`config.mk`:
```
export PLATFORM = sky130hd
export DESIGN_NAME = ble_reply_and_frame_receiver_unit
export DESIGN_NICKNAME = d
export VERILOG_FILES = /design/src/design/brfr_pkg.sv /design/src/design/ble_reply_and_frame_receiver_unit.sv
export SDC_FILE = /design/constraint.sdc
export NUM_CORES = 1
export LEC_CHECK = 0
export BUFFER_PORTS_ARGS = -buffer_cell sky130_fd_sc_hd__buf_2
export CAP_MARGIN = 20
export CORE_MARGIN = 2
export CORE_UTILIZATION = 60
export DETAILED_ROUTE_END_ITERATION = 10
export HOLD_SLACK_MARGIN = 0.05
export PLACE_DENSITY = 0.77
export SKIP_LAST_GASP = 1
export SYNTH_ARGS = -nofsm -noshare
export SYNTH_HDL_FRONTEND = slang
export SYNTH_SLANG_ARGS = --single-unit
```
`constraint.sdc`:
```
create_clock -name clk -period 7.7 [get_ports clk]
set_input_delay 1.54 -clock clk [delete_from_list [all_inputs] [get_ports clk]]
set_output_delay 1.54 -clock clk [all_outputs]
set_load 0.005 [all_outputs]
```
`src/design/brfr_pkg.sv`:
```
package brfr_pkg;

  localparam int REPLY_DEPTH_DEF = 64;
  localparam int FRAME_DEPTH_DEF = 1024;

  localparam int IN_TDATA_W  = 8;
  localparam int OUT_TDATA_W = 24;
  localparam int OUT_TUSER_W = 3;
  localparam int POS_W       = 10;
  localparam int PAD_W       = OUT_TDATA_W - POS_W - 8;
  localparam int POS_MAX     = 1023;
  localparam int CFG_IDX_W   = 1;
  localparam int CFG_W       = 8;

  // register indexes on the config port
  localparam logic [CFG_IDX_W-1:0] CFG_START = 1'b0;
  localparam logic [CFG_IDX_W-1:0] CFG_END   = 1'b1;

  localparam logic [7:0] START_RESET = 8'h68;
  localparam logic [7:0] END_RESET   = 8'h16;

  localparam logic [7:0] CH_O     = 8'h4F;
  localparam logic [7:0] CH_K     = 8'h4B;
  localparam logic [7:0] CH_PLUS  = 8'h2B;
  localparam logic [7:0] CH_A     = 8'h41;
  localparam logic [7:0] CH_L     = 8'h4C;
  localparam logic [7:0] CH_S     = 8'h53;
  localparam logic [7:0] CH_C     = 8'h43;
  localparam logic [7:0] CH_D     = 8'h44;
  localparam logic [7:0] CH_I     = 8'h49;
  localparam logic [7:0] CH_N     = 8'h4E;
  localparam logic [7:0] CH_E     = 8'h45;
  localparam logic [7:0] CH_M     = 8'h4D;
  localparam logic [7:0] CH_COLON = 8'h3A;
  localparam logic [7:0] CH_CR    = 8'h0D;
  localparam logic [7:0] CH_DIG0  = 8'h30;
  localparam logic [7:0] CH_DIG7  = 8'h37;
  localparam logic [7:0] CH_LPAR  = 8'h28;
  localparam logic [7:0] CH_RPAR  = 8'h29;

  localparam logic [4:0] LEN_A = 5'd16;
  localparam logic [4:0] LEN_L = 5'd3;
  localparam logic [4:0] LEN_S = 5'd4;

  // offsets inside the reply store for a discovery line
  localparam int ADDR_OFS = 10;
  localparam int TAG_OFS  = 17;
  localparam int NAME_OFS = 22;
  localparam int NAME_MAX = 42;

  localparam logic [2:0] TAG_LAST  = 3'd4;
  localparam logic [1:0] ADDR_LAST = 2'd3;

  typedef enum logic [2:0] {
    EV_CONSUMED,
    EV_FRAME_BYTE,
    EV_FRAME_DONE,
    EV_MSG_BYTE,
    EV_MSG_DONE,
    EV_RECORD_BYTE,
    EV_OVERFLOW
  } event_t;

  typedef enum logic [2:0] {
    RP_IDLE,
    RP_O,
    RP_OK,
    RP_OKP,
    RP_COLLECT,
    RP_TO_CR
  } reply_phase_t;

  typedef enum logic [2:0] {
    DP_NONE,
    DP_D,
    DP_I,
    DP_S,
    DP_BODY
  } disc_phase_t;

  typedef enum logic [3:0] {
    ST_IDLE,
    ST_PEND,
    ST_CHK_RD,
    ST_CHK_DAT,
    ST_NOMATCH,
    ST_NAME_RD,
    ST_NAME_DAT,
    ST_OPEN,
    ST_ADDR_RD,
    ST_ADDR_DAT,
    ST_CLOSE
  } seq_state_t;

  typedef struct packed {
    event_t           ev;
    logic [7:0]       data;
    logic [POS_W-1:0] pos;
  } result_t;

  // "NAME:" tag expected before the device name
  function automatic logic [7:0] tag_char(logic [2:0] j);
    logic [7:0] c;
    unique case (j)
      3'd0:    c = CH_N;
      3'd1:    c = CH_A;
      3'd2:    c = CH_M;
      3'd3:    c = CH_E;
      default: c = CH_COLON;
    endcase
    return c;
  endfunction

endpackage

```
`src/design/ble_reply_and_frame_receiver_unit.sv`:
```
// Results: a word's first result is registered on acceptance and appears in the
//   next cycle; a second one waits in pend until the output is free (ST_PEND).
// Throughput: one word per cycle while results are one per word and the output is
//   not stalled; input is held off while a second result waits and, after a
//   discovery line end, while the stored tag is checked and the record is sent.
// Reset (rst, synchronous): clears phases, the reply index, frame state, the store
//   valid bits and the output valid flag; registers return to 0x68 and 0x16 at once.
module ble_reply_and_frame_receiver_unit #(
  parameter int REPLY_DEPTH = brfr_pkg::REPLY_DEPTH_DEF,
  parameter int FRAME_DEPTH = brfr_pkg::FRAME_DEPTH_DEF
) (
  input  logic                             clk,
  input  logic                             rst,
  input  logic                             s_tvalid,
  output logic                             s_tready,
  input  logic [brfr_pkg::IN_TDATA_W-1:0]  s_tdata,   // [7:0] rx_byte
  input  logic                             s_tuser,   // [0] action
  output logic                             m_tvalid,
  input  logic                             m_tready,
  output logic [brfr_pkg::OUT_TDATA_W-1:0] m_tdata,   // [7:0] data_byte, [17:8] position
  output logic [brfr_pkg::OUT_TUSER_W-1:0] m_tuser,   // [2:0] event_res
  output logic                             m_tlast,
  input  logic                             cfg_wr_en,
  input  logic [brfr_pkg::CFG_IDX_W-1:0]   cfg_index,
  input  logic [brfr_pkg::CFG_W-1:0]       cfg_data
);
  import brfr_pkg::*;

  localparam int RAW = $clog2(REPLY_DEPTH);
  localparam int RIW = $clog2(REPLY_DEPTH + 1);
  localparam int FCW = $clog2(FRAME_DEPTH + 1);
  localparam logic [RIW-1:0] RDEPTH    = RIW'(REPLY_DEPTH);
  localparam logic [RAW-1:0] TAG_ADDR  = RAW'(TAG_OFS);
  localparam logic [RAW-1:0] NAME_ADDR = RAW'(NAME_OFS);
  localparam logic [RAW-1:0] ADDR_ADDR = RAW'(ADDR_OFS);
  localparam logic [5:0]     NAME_LAST = 6'(NAME_MAX - 1);

  function automatic logic [POS_W-1:0] sat_pos(logic [FCW-1:0] v);
    return (32'(v) > POS_MAX) ? POS_W'(POS_MAX) : POS_W'(v);
  endfunction

  // configuration
  logic [7:0] start_byte, end_byte;

  // parser and frame state
  reply_phase_t   reply_phase, reply_phase_next;
  disc_phase_t    disc_phase, disc_phase_next;
  logic [4:0]     target_len, target_len_next;
  logic [RIW-1:0] reply_index, reply_index_next;
  logic           frame_active, frame_active_next;
  logic [FCW-1:0] frame_count, frame_count_next;
  logic [15:0]    frame_len, frame_len_next;

  // reply store
  logic [7:0]             store_mem [REPLY_DEPTH];
  logic [REPLY_DEPTH-1:0] store_vld;
  logic [7:0]             rd_data, rd_byte;
  logic                   rd_vld, rd_en;
  logic [RAW-1:0]         rd_addr, mem_waddr;
  logic                   mem_we, do_store;

  // sequencer and output
  seq_state_t     state, state_next;
  logic [2:0]     chk_idx, chk_idx_next;
  logic           mism, mism_next;
  logic [RIW-1:0] done_pos, done_pos_next;
  logic [RAW-1:0] name_ptr, name_ptr_next;
  logic [RAW:0]   p_inc;
  logic [5:0]     rec_idx, rec_idx_next;
  logic [1:0]     addr_k, addr_k_next;
  result_t        r0, r1, pend, out_q, out_val;
  logic           has_r1, start_chk;
  logic           out_load, pend_load, out_last_val, out_last_q, out_valid, out_free;
  logic           accept;

  logic [7:0]     b;
  logic           st_ok;
  logic [RIW-1:0] st_idx;
  result_t        st_res;

  assign b         = s_tdata[7:0];
  assign st_ok     = reply_index < RDEPTH;
  assign st_idx    = st_ok ? reply_index + RIW'(1) : reply_index;
  assign st_res    = st_ok ? result_t'{EV_MSG_BYTE, b, POS_W'(reply_index)}
                           : result_t'{EV_OVERFLOW, b, POS_W'(reply_index)};
  assign mem_waddr = reply_index[RAW-1:0];
  assign mem_we    = accept && do_store && st_ok;
  assign rd_byte   = rd_vld ? rd_data : 8'h00;
  assign p_inc     = (RAW+1)'(name_ptr) + (RAW+1)'(1);

  assign out_free = !out_valid || m_tready;
  assign s_tready = (state == ST_IDLE) && out_free;
  assign accept   = s_tvalid && s_tready;

  assign m_tvalid = out_valid;
  assign m_tdata  = {{PAD_W{1'b0}}, out_q.pos, out_q.data};
  assign m_tuser  = out_q.ev;
  assign m_tlast  = out_last_q;

  // one accepted word: parser and frame tracker
  always_comb begin : step
    logic           fa;
    logic [FCW-1:0] cnt;
    logic [15:0]    len;
    reply_phase_next  = reply_phase;
    disc_phase_next   = disc_phase;
    target_len_next   = target_len;
    reply_index_next  = reply_index;
    frame_active_next = frame_active;
    frame_count_next  = frame_count;
    frame_len_next    = frame_len;
    r0        = result_t'{EV_CONSUMED, b, POS_W'(0)};
    r1        = result_t'{EV_CONSUMED, b, POS_W'(0)};
    has_r1    = 1'b0;
    do_store  = 1'b0;
    start_chk = 1'b0;
    fa        = frame_active;
    cnt       = frame_count;
    len       = frame_len;
    if (s_tuser) begin
      // release: drop any open or held frame
      frame_active_next = 1'b0;
      frame_count_next  = '0;
      r0 = result_t'{EV_CONSUMED, 8'h00, POS_W'(0)};
    end else if (!frame_active && frame_count != '0) begin
      // frame held: ignore the word
      r0 = result_t'{EV_CONSUMED, b, POS_W'(0)};
    end else begin
      if (!frame_active) begin
        if (b == start_byte) begin
          fa = 1'b1;
        end else begin
          unique case (reply_phase)
            RP_O: begin
              reply_phase_next = (b == CH_K) ? RP_OK : RP_IDLE;
            end
            RP_OK: begin
              reply_phase_next = (b == CH_PLUS) ? RP_OKP : RP_IDLE;
            end
            RP_OKP: begin
              reply_phase_next = RP_COLLECT;
              if (b == CH_A) target_len_next = LEN_A;
              else if (b == CH_L || b == CH_C) target_len_next = LEN_L;
              else if (b == CH_S) target_len_next = LEN_S;
              else if (b == CH_N) reply_phase_next = RP_TO_CR;
              else if (b == CH_D) disc_phase_next = DP_D;
              else reply_phase_next = RP_IDLE;
            end
            RP_COLLECT: begin
              if (disc_phase != DP_NONE) begin
                if (b == CH_I) begin
                  disc_phase_next = DP_I;
                end else if (b == CH_S && disc_phase == DP_I) begin
                  disc_phase_next = DP_S;
                end else if (b >= CH_DIG0 && b <= CH_DIG7 && disc_phase == DP_S) begin
                  disc_phase_next  = DP_BODY;
                  do_store         = 1'b1;
                  r0               = st_res;
                  reply_index_next = st_idx;
                end else if (disc_phase == DP_BODY) begin
                  do_store = 1'b1;
                  if (b != CH_CR) begin
                    r0               = st_res;
                    reply_index_next = st_idx;
                  end else begin
                    // store CR silently, then check the tag from the store
                    reply_phase_next = RP_IDLE;
                    disc_phase_next  = DP_NONE;
                    reply_index_next = '0;
                    start_chk        = 1'b1;
                  end
                end else begin
                  reply_phase_next = RP_IDLE;
                  disc_phase_next  = DP_NONE;
                end
              end else begin
                do_store = 1'b1;
                r0       = st_res;
                if (32'(st_idx) >= 32'(target_len)) begin
                  has_r1           = 1'b1;
                  r1               = result_t'{EV_MSG_DONE, b, POS_W'(st_idx)};
                  reply_phase_next = RP_IDLE;
                  reply_index_next = '0;
                end else begin
                  reply_index_next = st_idx;
                end
              end
            end
            RP_TO_CR: begin
              do_store = 1'b1;
              r0       = st_res;
              if (b == CH_CR) begin
                has_r1           = 1'b1;
                r1               = result_t'{EV_MSG_DONE, b, POS_W'(st_idx)};
                reply_phase_next = RP_IDLE;
                reply_index_next = '0;
              end else begin
                reply_index_next = st_idx;
              end
            end
            default: begin
              reply_phase_next = (b == CH_O) ? RP_O : RP_IDLE;
            end
          endcase
        end
      end
      if (fa) begin
        if (32'(frame_count) < FRAME_DEPTH) begin
          if (frame_count == FCW'(3)) len[7:0] = b;
          if (frame_count == FCW'(4)) len[15:8] = b;
          r0  = result_t'{EV_FRAME_BYTE, b, sat_pos(frame_count)};
          cnt = frame_count + FCW'(1);
        end else begin
          r0 = result_t'{EV_OVERFLOW, b, sat_pos(frame_count)};
        end
        if (32'(cnt) > 32'd5 && 32'(cnt) > 32'(len) + 32'd5 && b == end_byte) begin
          fa     = 1'b0;
          has_r1 = 1'b1;
          r1     = result_t'{EV_FRAME_DONE, b, sat_pos(cnt)};
        end
        frame_count_next = cnt;
        frame_len_next   = len;
      end
      frame_active_next = fa;
    end
  end

  // output sequencing and record walk over the store
  always_comb begin : seq
    state_next    = state;
    out_load      = 1'b0;
    out_val       = r0;
    out_last_val  = 1'b1;
    pend_load     = 1'b0;
    rd_en         = 1'b0;
    rd_addr       = TAG_ADDR;
    chk_idx_next  = chk_idx;
    mism_next     = mism;
    done_pos_next = done_pos;
    name_ptr_next = name_ptr;
    rec_idx_next  = rec_idx;
    addr_k_next   = addr_k;
    unique case (state)
      ST_IDLE: begin
        if (accept) begin
          if (start_chk) begin
            state_next    = ST_CHK_RD;
            chk_idx_next  = '0;
            mism_next     = 1'b0;
            done_pos_next = st_idx;
          end else begin
            out_load     = 1'b1;
            out_val      = r0;
            out_last_val = !has_r1;
            if (has_r1) begin
              pend_load  = 1'b1;
              state_next = ST_PEND;
            end
          end
        end
      end
      ST_PEND: begin
        if (out_free) begin
          out_load   = 1'b1;
          out_val    = pend;
          state_next = ST_IDLE;
        end
      end
      ST_CHK_RD: begin
        rd_en      = 1'b1;
        rd_addr    = TAG_ADDR + RAW'(chk_idx);
        state_next = ST_CHK_DAT;
      end
      ST_CHK_DAT: begin
        mism_next = mism | (rd_byte != tag_char(chk_idx));
        if (chk_idx == TAG_LAST) begin
          name_ptr_next = NAME_ADDR;
          rec_idx_next  = '0;
          state_next    = mism_next ? ST_NOMATCH : ST_NAME_RD;
        end else begin
          chk_idx_next = chk_idx + 3'd1;
          state_next   = ST_CHK_RD;
        end
      end
      ST_NOMATCH: begin
        if (out_free) begin
          out_load   = 1'b1;
          out_val    = result_t'{EV_MSG_DONE, CH_CR, POS_W'(done_pos)};
          state_next = ST_IDLE;
        end
      end
      ST_NAME_RD: begin
        rd_en      = 1'b1;
        rd_addr    = name_ptr;
        state_next = ST_NAME_DAT;
      end
      ST_NAME_DAT: begin
        // a CR ends the name, but never before its first byte
        if (rec_idx != '0 && rd_byte == CH_CR) begin
          state_next = ST_OPEN;
        end else if (out_free) begin
          out_load     = 1'b1;
          out_val      = result_t'{EV_RECORD_BYTE, rd_byte, POS_W'(rec_idx)};
          out_last_val = 1'b0;
          rec_idx_next = rec_idx + 6'd1;
          if (32'(p_inc) >= REPLY_DEPTH || rec_idx == NAME_LAST) begin
            state_next = ST_OPEN;
          end else begin
            name_ptr_next = p_inc[RAW-1:0];
            state_next    = ST_NAME_RD;
          end
        end
      end
      ST_OPEN: begin
        if (out_free) begin
          out_load     = 1'b1;
          out_val      = result_t'{EV_RECORD_BYTE, CH_LPAR, POS_W'(rec_idx)};
          out_last_val = 1'b0;
          rec_idx_next = rec_idx + 6'd1;
          addr_k_next  = '0;
          state_next   = ST_ADDR_RD;
        end
      end
      ST_ADDR_RD: begin
        rd_en      = 1'b1;
        rd_addr    = ADDR_ADDR + RAW'(addr_k);
        state_next = ST_ADDR_DAT;
      end
      ST_ADDR_DAT: begin
        if (out_free) begin
          out_load     = 1'b1;
          out_val      = result_t'{EV_RECORD_BYTE, rd_byte, POS_W'(rec_idx)};
          out_last_val = 1'b0;
          rec_idx_next = rec_idx + 6'd1;
          if (addr_k == ADDR_LAST) begin
            state_next = ST_CLOSE;
          end else begin
            addr_k_next = addr_k + 2'd1;
            state_next  = ST_ADDR_RD;
          end
        end
      end
      ST_CLOSE: begin
        if (out_free) begin
          out_load   = 1'b1;
          out_val    = result_t'{EV_RECORD_BYTE, CH_RPAR, POS_W'(rec_idx)};
          state_next = ST_IDLE;
        end
      end
      default: state_next = ST_IDLE;
    endcase
  end

  always_ff @(posedge clk) begin
    if (rst) begin
      start_byte <= START_RESET;
      end_byte   <= END_RESET;
    end else if (cfg_wr_en) begin
      unique case (cfg_index)
        CFG_START: start_byte <= cfg_data;
        CFG_END:   end_byte   <= cfg_data;
      endcase
    end
  end

  always_ff @(posedge clk) begin
    if (rst) begin
      reply_phase  <= RP_IDLE;
      disc_phase   <= DP_NONE;
      target_len   <= '0;
      reply_index  <= '0;
      frame_active <= 1'b0;
      frame_count  <= '0;
      frame_len    <= '0;
    end else if (accept) begin
      reply_phase  <= reply_phase_next;
      disc_phase   <= disc_phase_next;
      target_len   <= target_len_next;
      reply_index  <= reply_index_next;
      frame_active <= frame_active_next;
      frame_count  <= frame_count_next;
      frame_len    <= frame_len_next;
    end
  end

  // store: written only on accepted words, read only while input is held off
  always_ff @(posedge clk) begin
    if (mem_we) store_mem[mem_waddr] <= b;
    if (rd_en) begin
      rd_data <= store_mem[rd_addr];
      rd_vld  <= store_vld[rd_addr];
    end
  end

  always_ff @(posedge clk) begin
    if (rst) begin
      store_vld <= '0;
    end else if (mem_we) begin
      store_vld[mem_waddr] <= 1'b1;
    end
  end

  always_ff @(posedge clk) begin
    if (rst) begin
      state <= ST_IDLE;
    end else begin
      state <= state_next;
    end
  end

  always_ff @(posedge clk) begin
    chk_idx  <= chk_idx_next;
    mism     <= mism_next;
    done_pos <= done_pos_next;
    name_ptr <= name_ptr_next;
    rec_idx  <= rec_idx_next;
    addr_k   <= addr_k_next;
    if (pend_load) pend <= r1;
  end

  always_ff @(posedge clk) begin
    if (rst) begin
      out_valid <= 1'b0;
    end else if (out_load) begin
      out_valid <= 1'b1;
    end else if (m_tready) begin
      out_valid <= 1'b0;
    end
  end

  always_ff @(posedge clk) begin
    if (out_load) begin
      out_q      <= out_val;
      out_last_q <= out_last_val;
    end
  end

endmodule

```
* Word-level counts from Yosys, hierarchy flattened
Memories as Yosys holds them, arrays and structs flattened. A register that Yosys moved wholly into a read port is not among the register bits. Index checks and enable logic that the tools add are counted.
Word-level totals: output and inout port bits 30, logic and storage cells 364, memories 1, RAM bits 512, bits in registers 200, bits of input ports 23
Operators by class: magnitude comparators 13, reduce and logical (&&, ||, !) cells 53, multiplexer cells 185, add/subtract/negate cells 9, equality and inequality tests 70, bitwise operators 7
Memory list:
- store_mem | depth 64, bits a word 8, read ports 1, clocked after memory_dff 1, write ports 1, line ble_reply_and_frame_receiver_unit.sv:55 | logic [7:0] store_mem [REPLY_DEPTH];
Operators with widths (number):
- two-way mux 21 bit | 26
- case mux 21 bit (6 select lines) | 1
- case mux 21 bit (2 select lines) | 2
- two-way mux 3 bit | 26
- two-way mux 11 bit | 7
- == test 8 x 7 -> 1 bit, second input constant | 9
- two-way mux 16 bit | 4
- bitwise OR 64 bit | 1
- two-way mux 7 bit | 9
- two-way mux 1 bit | 60
- two-way mux 6 bit | 7
- two-way mux 18 bit | 2
- inequality test 2 bit, second input constant | 18
- case mux 4 bit (9 select lines) | 1
- case mux 6 bit (3 select lines) | 2
- two-way mux 4 bit | 8
- two-way mux 8 bit | 4
- case mux 7 bit (4 select lines) | 1
- greater-than comparator 11 x 10 -> 1 bit, second input constant | 2
- two-way mux 10 bit | 2
- == test 3 x 2 -> 1 bit, second input constant | 6
- inequality test 3 bit, second input constant | 6
- adder 16 x 3 -> 17 bit, second input constant | 1
- greater-than comparator 11 x 17 -> 1 bit | 1
- 69 further kinds | 131

* Logic depth before layout (Yosys ltp)
depth after elaboration 20, gate-level depth with buffers 18, gate-level depth less buffers 17

* Least setup slack after synthesis
Ideal clock, no wire load.
path type input -> register, from input port s_tdata[1] (netlist bit), to register pend[0] (netlist bit), enable pin, setup time 0.430 ns, stages on the path 15, path buffers 1, path slack 1.704 ns, arrival 5.566 ns, data required time 7.270 ns, cell sequence buf_2 -> a21oi_1 -> o31ai_1 -> nand3_1 -> xor2_1 -> nand2_1 -> o21ai_0 -> ha_1 -> nand4_1 -> or4_1 -> nand3_1 -> nor3_2 -> o2111ai_1 -> or3_4 -> a21boi_0
Between the ends: cells in the longest elaborated chain, start to end 17, elaborated cells between the ends (all ways) 48, classes of those cells 1 x add/sub; 3 x order compare; 6 x eq/ne; 33 x mux; 5 x reduce/logical
RTL lines:
- from (decl) | line ble_reply_and_frame_receiver_unit.sv:16 | input logic [brfr_pkg::IN_TDATA_W-1:0] s_tdata,
- two-way mux 8 bit, on equally long branches | line ble_reply_and_frame_receiver_unit.sv:209, ble_reply_and_frame_receiver_unit.sv:210
- two-way mux 16 bit | line ble_reply_and_frame_receiver_unit.sv:208 | if (32'(frame_count) < FRAME_DEPTH) begin
- two-way mux 16 bit | line ble_reply_and_frame_receiver_unit.sv:207 | if (fa) begin
- two-way mux 16 bit | line ble_reply_and_frame_receiver_unit.sv:125 | end else if (!frame_active && frame_count != '0) begin
- two-way mux 16 bit | line ble_reply_and_frame_receiver_unit.sv:120 | if (s_tuser) begin
- adder 16 x 3 -> 17 bit | line ble_reply_and_frame_receiver_unit.sv:216 | if (32'(cnt) > 32'd5 && 32'(cnt) > 32'(len) + 32'd5 && b == end_byte) begin
- greater-than comparator 11 x 17 -> 1 bit | line ble_reply_and_frame_receiver_unit.sv:216
- logical AND 1 bit (2 in series) | line ble_reply_and_frame_receiver_unit.sv:216
- two-way mux 1 bit | line ble_reply_and_frame_receiver_unit.sv:216
- two-way mux 1 bit | line ble_reply_and_frame_receiver_unit.sv:207
- two-way mux 1 bit | line ble_reply_and_frame_receiver_unit.sv:125
- two-way mux 1 bit | line ble_reply_and_frame_receiver_unit.sv:120
- two-way mux 1 bit | line ble_reply_and_frame_receiver_unit.sv:255 | if (has_r1) begin
- two-way mux 1 bit * | line ble_reply_and_frame_receiver_unit.sv:246 | if (start_chk) begin
- two-way mux 1 bit * | line ble_reply_and_frame_receiver_unit.sv:245 | if (accept) begin
- two-way mux 1 bit * | line ble_reply_and_frame_receiver_unit.sv:243 | unique case (state)
- via pend_load | line ble_reply_and_frame_receiver_unit.sv:73 | logic out_load, pend_load, out_last_val, out_last_q, out_valid, out_free;
- to (signal assigned) | line ble_reply_and_frame_receiver_unit.sv:418 | if (pend_load) pend <= r1;
- to (decl) | line ble_reply_and_frame_receiver_unit.sv:71 | result_t r0, r1, pend, out_q, out_val;
The timed path passes the listed nets; every way through them passes the cells marked *. The select of a mux whose other input is x is not followed. A chain may end at the register's enable or synchronous reset.

* Worst setup path after layout
from input port s_tdata[7] (netlist bit), to memory store_mem[43][2], enable pin
Between the ends: cells in the longest elaborated chain, start to end 16, elaborated cells between the ends (all ways) 21, classes of those cells 2 x order compare; 3 x eq/ne; 11 x mux; 5 x reduce/logical
RTL lines:
- >= comparator 8 x 6 -> 1 bit / less-or-equal comparator 8 x 6 -> 1 bit (equally long branches) | line ble_reply_and_frame_receiver_unit.sv:155 | end else if (b >= CH_DIG0 && b <= CH_DIG7 && disc_phase == DP_S) begin
- logical AND 1 bit (2 in series) | line ble_reply_and_frame_receiver_unit.sv:155
- two-way mux 1 bit | line ble_reply_and_frame_receiver_unit.sv:155
- two-way mux 1 bit | line ble_reply_and_frame_receiver_unit.sv:153 | end else if (b == CH_S && disc_phase == DP_I) begin
- two-way mux 1 bit | line ble_reply_and_frame_receiver_unit.sv:151 | if (b == CH_I) begin
- two-way mux 1 bit | line ble_reply_and_frame_receiver_unit.sv:150 | if (disc_phase != DP_NONE) begin
- case mux 1 bit (2 select lines) | line ble_reply_and_frame_receiver_unit.sv:133 | unique case (reply_phase)
- two-way mux 1 bit * | line ble_reply_and_frame_receiver_unit.sv:130 | if (b == start_byte) begin
- two-way mux 1 bit * | line ble_reply_and_frame_receiver_unit.sv:129 | if (!frame_active) begin
- two-way mux 1 bit * | line ble_reply_and_frame_receiver_unit.sv:125
- two-way mux 1 bit * | line ble_reply_and_frame_receiver_unit.sv:120
- logical AND 1 bit * (2 in series) | line ble_reply_and_frame_receiver_unit.sv:87 | assign mem_we = accept && do_store && st_ok;
- two-way mux 1 bit * | line ble_reply_and_frame_receiver_unit.sv:388 | if (mem_we) store_mem[mem_waddr] <= b;
- two-way mux 1 bit (not written as such) * | line ble_reply_and_frame_receiver_unit.sv:388
- to (decl) | line ble_reply_and_frame_receiver_unit.sv:55
Mark *: on every way between the ends. The rest lies on a longest branch, timed or not.

==> run metrics <==
run status=completed; number of resized instances in the post-cts repair step=0; initial antenna violation count=3; Site Rows=84; remaining global-route overflow=0; period utilisation layout=0.7042; combined area of the multi-input logic cells=0.01065 mm^2; layout overhead on the synthesized area=10.43%; total of fill cells in the finished design=3822; critical setup path kind=primary input to flop; sinks on the clock net=717; residual DRC count=0; root buf cell=clkbuf_16; share of synthesized cell area in and, or, nand and nor gates=0.1791; vias=23167; WL final=88040 um; width of the die=234.0 um; Final HPWL DP=57310 um; effective utilization at floorplan=0.6052; first-pass GRT wire length=131100 um; layout cells sized above 1=0.09018; maximum vdd drop=0.2445 mV; worst setup skew after layout=0.03809 ns; core footprint=0.05245 mm^2; final worst path period need=5.423 ns; count of different cell masters after synthesis=85; largest cells by area after synthesis=edfxtp_1 56%, dfxtp_1 8.1%, nand2_1 6.3%, nor2_1 3.1%, mux2i_1 3.1%; most used flip-flop cell after synthesis=edfxtp_1; transition at the pin with the smallest max-transition slack=1.199 ns; Synth top area share=0.5563; number of clock buffers inserted by TritonCTS=73; flip-flop and latch area=0.02024 mm^2; netlist area before placement=0.03174 mm^2; mux cell area share after synthesis=0.03213; Synth Area in Compound Gates=0.09527; clock insertion delay at the later pin of the skew report=0.63 ns; number of register bits inferred by synthesis=717; pin count of the biggest net entering global routing=144; Crit path max-delay family=simple AND/OR/NAND/NOR gates; Pwr per Cell Area=280.0 mW/mm^2; number of I/O port buffers=46; Slew Limit Headroom=0.1987; deepest level of the CTS H-tree=3; type of destination of the critical path=flop; path type of the worst min-delay path=flop to flop; share of synthesized flip-flops with an asynchronous set or reset=0; combinational family with the most area after synthesis=simple AND/OR/NAND/NOR gates; Final GP Congestion=0.9559; post-route ant nets=0; cell type of the slowest stage on the worst timing path=nor2_1; count of buffers added by post-CTS timing repair for setup=0; average cell area after synthesis=11.34 um^2; endpoints failing setup=0; Max clock buf depth=3; xor-xnor portion of the synthesized cell area=0.01628; DRT iter0 DRCs=3511; total number of yosys warnings=0; post-DR vias/cell=6.544; count of buffer and inverter cells on the critical path=4; number of pins with negative max-slew slack in the final report=0; RSZ-0062 raised after global routing=false; count of TritonRoute iterations in the first routing pass=6; EDFF count, synth=588; most used cell along the critical path=buf_4; All-Layer GR Usage=0.3204; adder-cell area share of the yosys netlist=0.01104; list of cells traversed by the critical path=buf_2 > buf_4 > xor2_1 > nor4_1 > a21oi_1 > buf_4 > o2111ai_1 > buf_4 > nor3_2 > nand3_1 > nor2_1; most used standard cell by instance count after synthesis=edfxtp_1; Total Neg Setup Slack=0 ns; Die Outline Area=0.05476 mm^2; largest fanout on the critical path=74; average detailed-routed wire length per instance=24.87 um; Final Power=9.815 mW; critical path data required time=7.95 ns; number of standard cells after synthesis=2800; max-cap viol count=0; Crit path largest cell delay=0.86 ns; cell taking the most area after synthesis=edfxtp_1; data arrival time of the worst path=5.67 ns; die height=234.0 um; clock slew at the register clock pins of the worst setup and hold paths=0.06 ns; most frequent cells after synthesis=588 x edfxtp_1, 531 x nand2_1, 264 x nor2_1; CTS tree=built; via count of the first global-routing pass=21482; count of final hold-check violations=0; element type at the critical path start=primary input; highest clock rate=184.4 MHz; number of top-level pins=53; net total in the final layout=2840; reported leakage power=11.95 nW; hold buffer count at cts=0; post-synthesis sequential area ratio=0.6376
registers in the layout, summed over array words and instances, names as in the netlist, 2 cells and up:
| register | flops |
|---|---|
| name_ptr | 6 |
| m_tdata | 18 |
| frame_len | 16 |
| reply_phase | 3 |
| m_tuser | 3 |
| frame_count | 11 |
| done_pos | 7 |
| reply_index | 7 |
| store_vld | 64 |
| start_byte | 8 |
| target_len | 3 |
| end_byte | 8 |
| pend | 20 |
| state | 4 |
| rd_data | 8 |
| disc_phase | 3 |
| addr_k | 2 |
| rec_idx | 6 |
| chk_idx | 3 |
| store_mem | 512 |
through the flow:
| step | util | setup slack [ns] | hold WS [ns] | instance area (um^2) | std cells |
|---|---|---|---|---|---|
| 6_report | 0.6683 | 2.277 | 0.4643 | 35050 | 3540 |
| 5_1_grt | 0.6683 | 1.949 | 0.4894 | 35050 | 3539 |
| 4_1_cts | 0.6670 | 2.116 | 0.4673 | 34980 | 3532 |
| 3_5_place_dp | 0.6193 | 1.509 | 0.4576 | 32480 | 3396 |
| 3_3_place_gp | 0.6193 | 1.587 | 0.4420 | 32480 | 3396 |
| 2_1_floorplan | - | 1.704 | 0.4285 | 31760 | 2805 |
layout by cell type (no fill, tap or decap), drive strengths merged, types with 31 or more instances in the layout:
master,synthesis,layout
a21oi,120,120
nand4,34,34
nand2,531,531
a22oi,31,31
inv,29,32
a32oi,39,39
nor2,265,265
a211oi,37,37
nand3,157,157
xor2,35,35
o21ai,37,37
a31oi,71,71
buf,75,94
edfxtp,588,588
clkbuf,112,90
dfxtp,129,129
mux2i,97,97
and3,56,56
nor3,42,42
final timing paths:
path,from,end,slack (ns),depth (start not counted)
setup / recovery,s_tdata[7],store_mem[43][2]$_DFFE_PP_,2.28,11
hold / removal,frame_len[14]$_SDFFE_PP0P_,frame_len[14]$_SDFFE_PP0P_,0.46,2
setup reg to reg,frame_count[10]$_SDFFE_PP0P_,m_tlast$_DFFE_PP_,2.38,17
hold reg to reg,frame_len[14]$_SDFFE_PP0P_,frame_len[14]$_SDFFE_PP0P_,0.46,2
kinds of logic after synthesis:
| kind of cell | after synthesis |
|---|---|
| adders and majority gates | 28 |
| AOI/OAI and AO/OA | 447 |
| and+or+nand+nor | 1231 |
| xor gates and xnor gates | 59 |
| other | 1 |
| buffers and inverters | 216 |
| muxes | 101 |
| DFF | 717 |
area by class of cell:
class	count	area share
timing repair buffer	96	0.01974
antenna	2	0.0001428
multi-input combinational	1872	0.3037
inverter	29	0.003106
tap	688	0.02456
sequential	717	0.5774
clock buffer	88	0.05522
clock inverter	48	0.01610
worst reg2reg max path: stages (launching register included):
cell and delay [ns]:
dfxtp_1 0.56, nor4_4 0.60, nand4b_4 0.40, o31ai_1 0.71
nand3_1 0.21, xor2_1 0.18, nand2_1 0.06, o21ai_0 0.09
ha_1 0.31, nand4_1 0.11, or4_1 0.12, nand3_1 0.07
nor3_2 0.19, o2111ai_1 0.14, or3_4 0.45, a21boi_2 0.55
buf_6 0.26, nor2_1 0.06
per-layer routing:
metal	share of wire	routed length (um)	up-vias	track usage
met5	0.00015	13	-	0
met4	0.037	3232	2	0.1197
met3	0.11	10080	226	0.05970
met2	0.45	39900	1477	0.4943
met1	0.40	34820	11221	0.4556
li1	-	-	10241	-
power breakdown:
part | internal (mW) | switching, mW | total, mW
sequential | 4.31 | 0.0780 | 4.39
combinational | 0.517 | 1.22 | 1.74
clock | 2.18 | 1.51 | 3.69
total | 7.01 | 2.81 | 9.82
Note: power is estimated with default switching activity, not from simulation.
